`src/hdl/fpsa_pkg.sv`:
```
package fpsa_pkg;

	localparam int MAX_PAGES   = 1024;
	localparam int PAGE_BYTES  = 4096;
	localparam int PAGE_SHIFT  = $clog2(PAGE_BYTES);
	localparam int ADDR_W      = 48;
	localparam int PN_W        = ADDR_W - PAGE_SHIFT;
	localparam int NPG_W       = PN_W + 1;
	localparam int CNT_W       = 11;
	localparam int IDX_W       = $clog2(MAX_PAGES);
	localparam int TYPE_W      = 16;
	localparam logic [TYPE_W-1:0] USABLE_TYPE = TYPE_W'(1);

	typedef enum logic [1:0] {
		OP_CLEAR = 2'd0,
		OP_ADD   = 2'd1,
		OP_ALLOC = 2'd2,
		OP_FREE  = 2'd3
	} op_t;

	typedef enum logic [1:0] {
		ST_OK      = 2'd0,
		ST_EMPTY   = 2'd1,
		ST_FULL    = 2'd2,
		ST_IGNORED = 2'd3
	} status_t;

	// controller to datapath
	typedef struct packed {
		logic load;
		logic decode;
		logic count;
		logic push;
		logic resp;
	} ctrl_cmd_t;

	// datapath to controller
	typedef struct packed {
		op_t  op;
		logic add_reject;
		logic alloc_empty;
		logic push_done;
		logic out_free;
	} dp_stat_t;

endpackage

```
`src/hdl/fpsa_ctrl.sv`:
```
module fpsa_ctrl (
	input  logic                clk,
	input  logic                arst_n,
	input  logic                in_valid,
	output logic                in_ready,
	input  fpsa_pkg::dp_stat_t  stat,
	output fpsa_pkg::ctrl_cmd_t cmd
);
	import fpsa_pkg::*;

	typedef enum logic [5:0] {
		S_IDLE   = 6'b000001,
		S_DECODE = 6'b000010,
		S_COUNT  = 6'b000100,
		S_PUSH   = 6'b001000,
		S_READ   = 6'b010000,
		S_RESP   = 6'b100000
	} state_t;

	state_t state_q, state_d;

	always_ff @(posedge clk or negedge arst_n) begin
		if (!arst_n) begin
			state_q <= S_IDLE;
		end else begin
			state_q <= state_d;
		end
	end

	always_comb begin
		state_d    = state_q;
		cmd        = '0;
		in_ready   = 1'b0;
		case (state_q)
			S_IDLE: begin
				in_ready = 1'b1;
				if (in_valid) begin
					cmd.load = 1'b1;
					state_d  = S_DECODE;
				end
			end
			S_DECODE: begin
				cmd.decode = 1'b1;
				if (stat.op == OP_ADD && !stat.add_reject) begin
					state_d = S_COUNT;
				end else if (stat.op == OP_ALLOC && !stat.alloc_empty) begin
					state_d = S_READ;
				end else begin
					state_d = S_RESP;
				end
			end
			S_COUNT: begin
				cmd.count = 1'b1;
				state_d   = S_PUSH;
			end
			S_PUSH: begin
				cmd.push = 1'b1;
				if (stat.push_done) begin
					state_d = S_RESP;
				end
			end
			S_READ: begin
				state_d = S_RESP;
			end
			S_RESP: begin
				// hold until the output register can take the result
				if (stat.out_free) begin
					cmd.resp = 1'b1;
					state_d  = S_IDLE;
				end
			end
			default: begin
				state_d = S_IDLE;
			end
		endcase
	end

endmodule

```
`config.mk`:
```
export PLATFORM = sky130hd
export DESIGN_NAME = fpsa_ctrl
export DESIGN_NICKNAME = d
export VERILOG_FILES = /design/src/hdl/fpsa_pkg.sv /design/src/hdl/fpsa_ctrl.sv
export SDC_FILE = /design/constraint.sdc
export NUM_CORES = 1
export LEC_CHECK = 0
export BUFFER_PORTS_ARGS = -buffer_cell sky130_fd_sc_hd__buf_2
export CAP_MARGIN = 20
export CORE_MARGIN = 10
export CORE_UTILIZATION = 30
export CTS_CLUSTER_SIZE = 28
export DETAILED_ROUTE_END_ITERATION = 10
export PLACE_DENSITY = 0.64
export SKIP_CTS_REPAIR_TIMING = 1
export SLEW_MARGIN = 10
export SYNTH_ARGS = -nofsm -noshare
export SYNTH_HDL_FRONTEND = slang
export SYNTH_SLANG_ARGS = --single-unit
```
`constraint.sdc`:
```
create_clock -name clk -period 2.1 [get_ports clk]
set_input_delay 0.105 -clock clk [delete_from_list [all_inputs] [get_ports clk]]
set_output_delay 0.105 -clock clk [all_outputs]
set_load 0.1 [all_outputs]
```
Word-level counts from Yosys, hierarchy flattened. Index checks and enable logic that the tools add are counted.

Bits in registers: 6. Bits in latches: 0. Bits in writable memories: 0. Bits in read-only memories: 0. Bits of input ports: 9. Output and inout bits: 6. Word-level logic and storage cells: 31. Memories kept: 0.

$add $sub $neg: 0. Multiply operators: 0. Div/mod/pow operators: 0. $lt $le $gt $ge: 0. Eq/ne operators: 11. Shift operators: 0. Multiplexer cells: 14. Bitwise logic cells: 0. Reductions and logical operators: 5.

Operator list (count): 6-bit case mux with 6 select lines (1); 6-bit two-way mux (5); 1-bit two-way mux (8); 6-bit by 1-bit == test with 1-bit output (second input constant) (1); 6-bit by 2-bit == test with 1-bit output (second input constant) (1); 6-bit by 3-bit == test with 1-bit output (second input constant) (1); 6-bit by 4-bit == test with 1-bit output (second input constant) (1); 6-bit by 5-bit == test with 1-bit output (second input constant) (1); 6-bit == test (second input constant) (1); 2-bit != test (second input constant) (3); 3-bit AND reduction (1); 2-bit by 1-bit == test with 1-bit output (second input constant) (1); 2-bit == test (second input constant) (1); 1-bit logical AND (2); 1-bit logical NOT (2).

Longest topological paths before layout.
Depth after elaboration: 5. Depth in mapped cells: 5. Mapped depth without buffers: 4.

Least setup slack after synthesis. OpenSTA, ideal clock, no wires.

Path type: register -> output. From: register state_q[4]. To: output cmd[4] (netlist bit). Data arrival time: 3228 ps. Data required time: 1995 ps. Setup slack: -1233 ps. Stages on the path, launching flop included: 5. Cell sequence: dfrtp_1 > buf_6 > or4_4 > nor2_1 > and2_1.

RTL lines: start, declared (RTL line fpsa_ctrl.sv:20) `state_t state_q, state_d;`; start signal, assigned (RTL line fpsa_ctrl.sv:26) `state_q <= state_d;`; end, declared (RTL line fpsa_ctrl.sv:7) `output fpsa_pkg::ctrl_cmd_t cmd`.

==> metrics.md <==
| Metric | Value |
|---|---|
| Status | completed |
| Max-cap violations | 0 |
| Endpoints failing setup | 0 |
| Diodes inserted | 0 |
| Routed length per instance | about 12 um |
| Top-area cell type share of the netlist area | a little under 30% |
| Largest family of logic cells by synthesized area | simple AND/OR/NAND/NOR gates |
| Row cnt | 13 |
| WP buf/inv | 2 |
| Reg area | ~150 um2 |
| P per Cell Area | roughly 1300 nW/um2 |
| Die area | ~3300 um2 |
| Clk_lat worst skew | around 250 ps |
| Worst Setup Path Type | reg2out |
| Largest delay share family, worst path | simple AND/OR/NAND/NOR gates |
| Max reg flops | 6 |
| Placer congestion estimate | about 0.75 |
| First-pass GRT wire length | between 1500 and 2000 um |
| Mapped Area | approximately 430 um2 |
| DRC | 0 |
| TritonCTS Buffers | 3 |
| Vias in the first global route | between 400 and 500 |
| # clock sinks | 6 |
| Register area share after synthesis | about a third |
| Top reg by flops | state_q |
| Slew @ Worst Pin | slightly below 500 ps |
| Area grow syn2layout | 40.4% |
| Boundary pin count | 15 |
| Die width | around 58 um |
| Synth cell types | 27 |
| Required time worst endpoint | 2000 ps |
| Final ANT Viol Nets | 0 |
| Ranking of synthesized cells by area | dfrtp_1 29%, dfstp_2 6.1%, nor2_1 6.1% |
| Synth Area in Compound Gates | 15.4% |
| Initial antenna violation count | 0 |
| Clock transition at path regs | ~50 ps |
| Clk_skew | between 6 and 7 ps |
| Layout cells sized above 1 | between 30 and 40% |
| Startpoint Class | flop |
| Initial DRC Count | 3 |
| Mux cell area share after synthesis | 0% |
| NetSw | 0.396 mW |
| Slew headroom | between 60% and 70% |
| Final net count | 79 |
| Syn Nets | 58 |
| Core area | ~1300 um2 |
| Max frequency | around 520 MHz |
| Fin crit period | slightly below 2000 ps |
| Mapped Cells | ~50 |
| Starting density of the core | 32.3% |
| DP HPWL | between 800 and 900 um |
| Syn_area_per_cell | between 8 and 9 um2 |
| Largest registers | state_q: 6 flops |
| Comb power frac | 62.8% |
| Clock Power Share | between 10% and 20% |
| R2r setup slk | ~200 ps |
| CTS Root Cell | clkbuf_4 |
| Commonest non-fill, non-tap cell in the layout | buf_2 |
| Vias | 411 |
| CTS tree | built |
| Final Max Slew Viols | 0 |
| Global route total overflow | 0 |
| Internal cell power | ~0.38 mW |
| Synth Register Bits | 6 |
| Synth area leader | dfrtp_1 |
| Final Hold Viols | 0 |
| Initial DRT Pass Iterations | 3 |
| Max rail drop VDD | ~0.61 mV |
| Final total power | between 0.7 and 0.8 mW |
| Sw Share | roughly 50% |
| Clock Tree Buf Depth | 2 |
| RSZ-0062 raised after global routing | no |
| Synth Area in XOR/XNOR | around 4.1% |
| CP cell instances | buf_4, nor4_1, nand3b_1, nor2_2, buf_2 |
| Port bufs | 14 |
| Crit Path Max Fanout | 6 |
| Final core utilization | between 40% and 50% |
| Slowest stage delay, CP | 430 ps |
| Multi-input logic area | ~260 um2 |
| Most frequent cells in the layout | 12 x buf_2, 5 x nor2_1, 5 x dfrtp_1 |
| CTS H-tree lvls | 1 |
| Slowest cell on crit path | buf_2 |
| Critical path endpoint category | primary output |
| GR Util All Layers | under 10% |
| Drt total wl | slightly above 1000 um |
| Syn. warnings | 0 |
| Min-Delay Path Class | in2reg |
| FILL cells | approximately 140 |
| Sequential Power Share | between 20% and 30% |
| Adder-cell area share of the yosys netlist | 0% |
| Lkg Pwr | roughly 0.3 nW |
| Largest net degree at the start of global routing | 10 |
| Synth Area in Simple Gates | roughly 39% |
| Final Cycle Share | 91.5% |
| Die Height | around 58 um |
| CP Data Arrival Time | 1820 ps |
| Drt via density | about 4.9 |
==> path summary, 6_finish.rpt <==
kind,startpoint,end,cells after the start
min,stat[0],state_q[5],2
min reg2reg,state_q[4],state_q[4],3
min in group asynchronous,arst_n,state_q[5],2
max in group asynchronous,arst_n,state_q[0],2
max,state_q[4],cmd[0],5
max reg2reg,state_q[2],state_q[5],4
==> cell usage after synthesis (all sizes together) <==
master / n
nor2: 7
a21oi: 1
a21boi: 1
dfrtp: 5
nor4: 1
o32a: 1
nand3b: 1
nor3b: 3
nor2b: 4
and3: 1
nand2: 1
or4: 1
xor2: 2
a21o: 1
or2: 1
and4b: 1
nand2b: 3
and2: 2
dfstp: 1
clkbuf: 1
o22ai: 1
o32ai: 1
o21ai: 1
a2111oi: 1
inv: 3
nor3: 2
buf: 1
==> cell type report <==
cell class	instances	area share (%)
flip-flops and latches	6	25.1
repair buffers	18	21.9
clock buffers	4	4.35
well taps	15	3.11
inverters	3	1.86
multi-input cells	38	43.7
==> metrics by stage <==
| stage | TNS [ps] | worst slack, ps | hold slack, ps | instance area [um2] | instances |
|---|---|---|---|---|---|
| finish | 0 | 179 | 91.2 | 604 | 84 |
| global route | 0 | 28.5 | 96.7 | 604 | 84 |
| CTS | 0 | 179 | -332 | 594 | 83 |
| detailed placement | 0 | 207 | -65.0 | 568 | 79 |
| global placement | 0 | 261 | -66.6 | 568 | 79 |
| floorplan | -130 | -130 | -191 | 442 | 49 |
==> power by group through the flow <==
stage | logic [mW] | clock network (mW) | registers [mW]
global placement | 0.491 | 0 | 0.173
global route | 0.524 | 0.129 | 0.177
finish | 0.490 | 0.116 | 0.174
CTS | 0.492 | 0.121 | 0.173
floorplan | 0.370 | 0 | 0.172
detailed placement | 0.493 | 0 | 0.173
==> per-layer routing <==
layer  global-route usage, %  vias to the layer above  share of wire [%]
met2                    9.66                       15                 43
li1                        -                      212                  -
met1                    7.79                      182                 46
met3                    4.58                        2                9.8
met5                       0                        -                  0
met4                    3.02                        0               0.96
==> worst reg2reg max path: stages (launching register included) <==
cell	delay [ps]
dfrtp_1	450
or4_4	540
or2_4	270
o32a_1	360
o32ai_2	200
==> logic make-up after synthesis <==
| logic type | count (synthesis) |
|---|---|
| xor+xnor | 2 |
| simple gates | 28 |
| compound gates | 8 |
| flops | 6 |
| buf+inv | 5 |
Note: power is estimated with default switching activity, not from simulation.
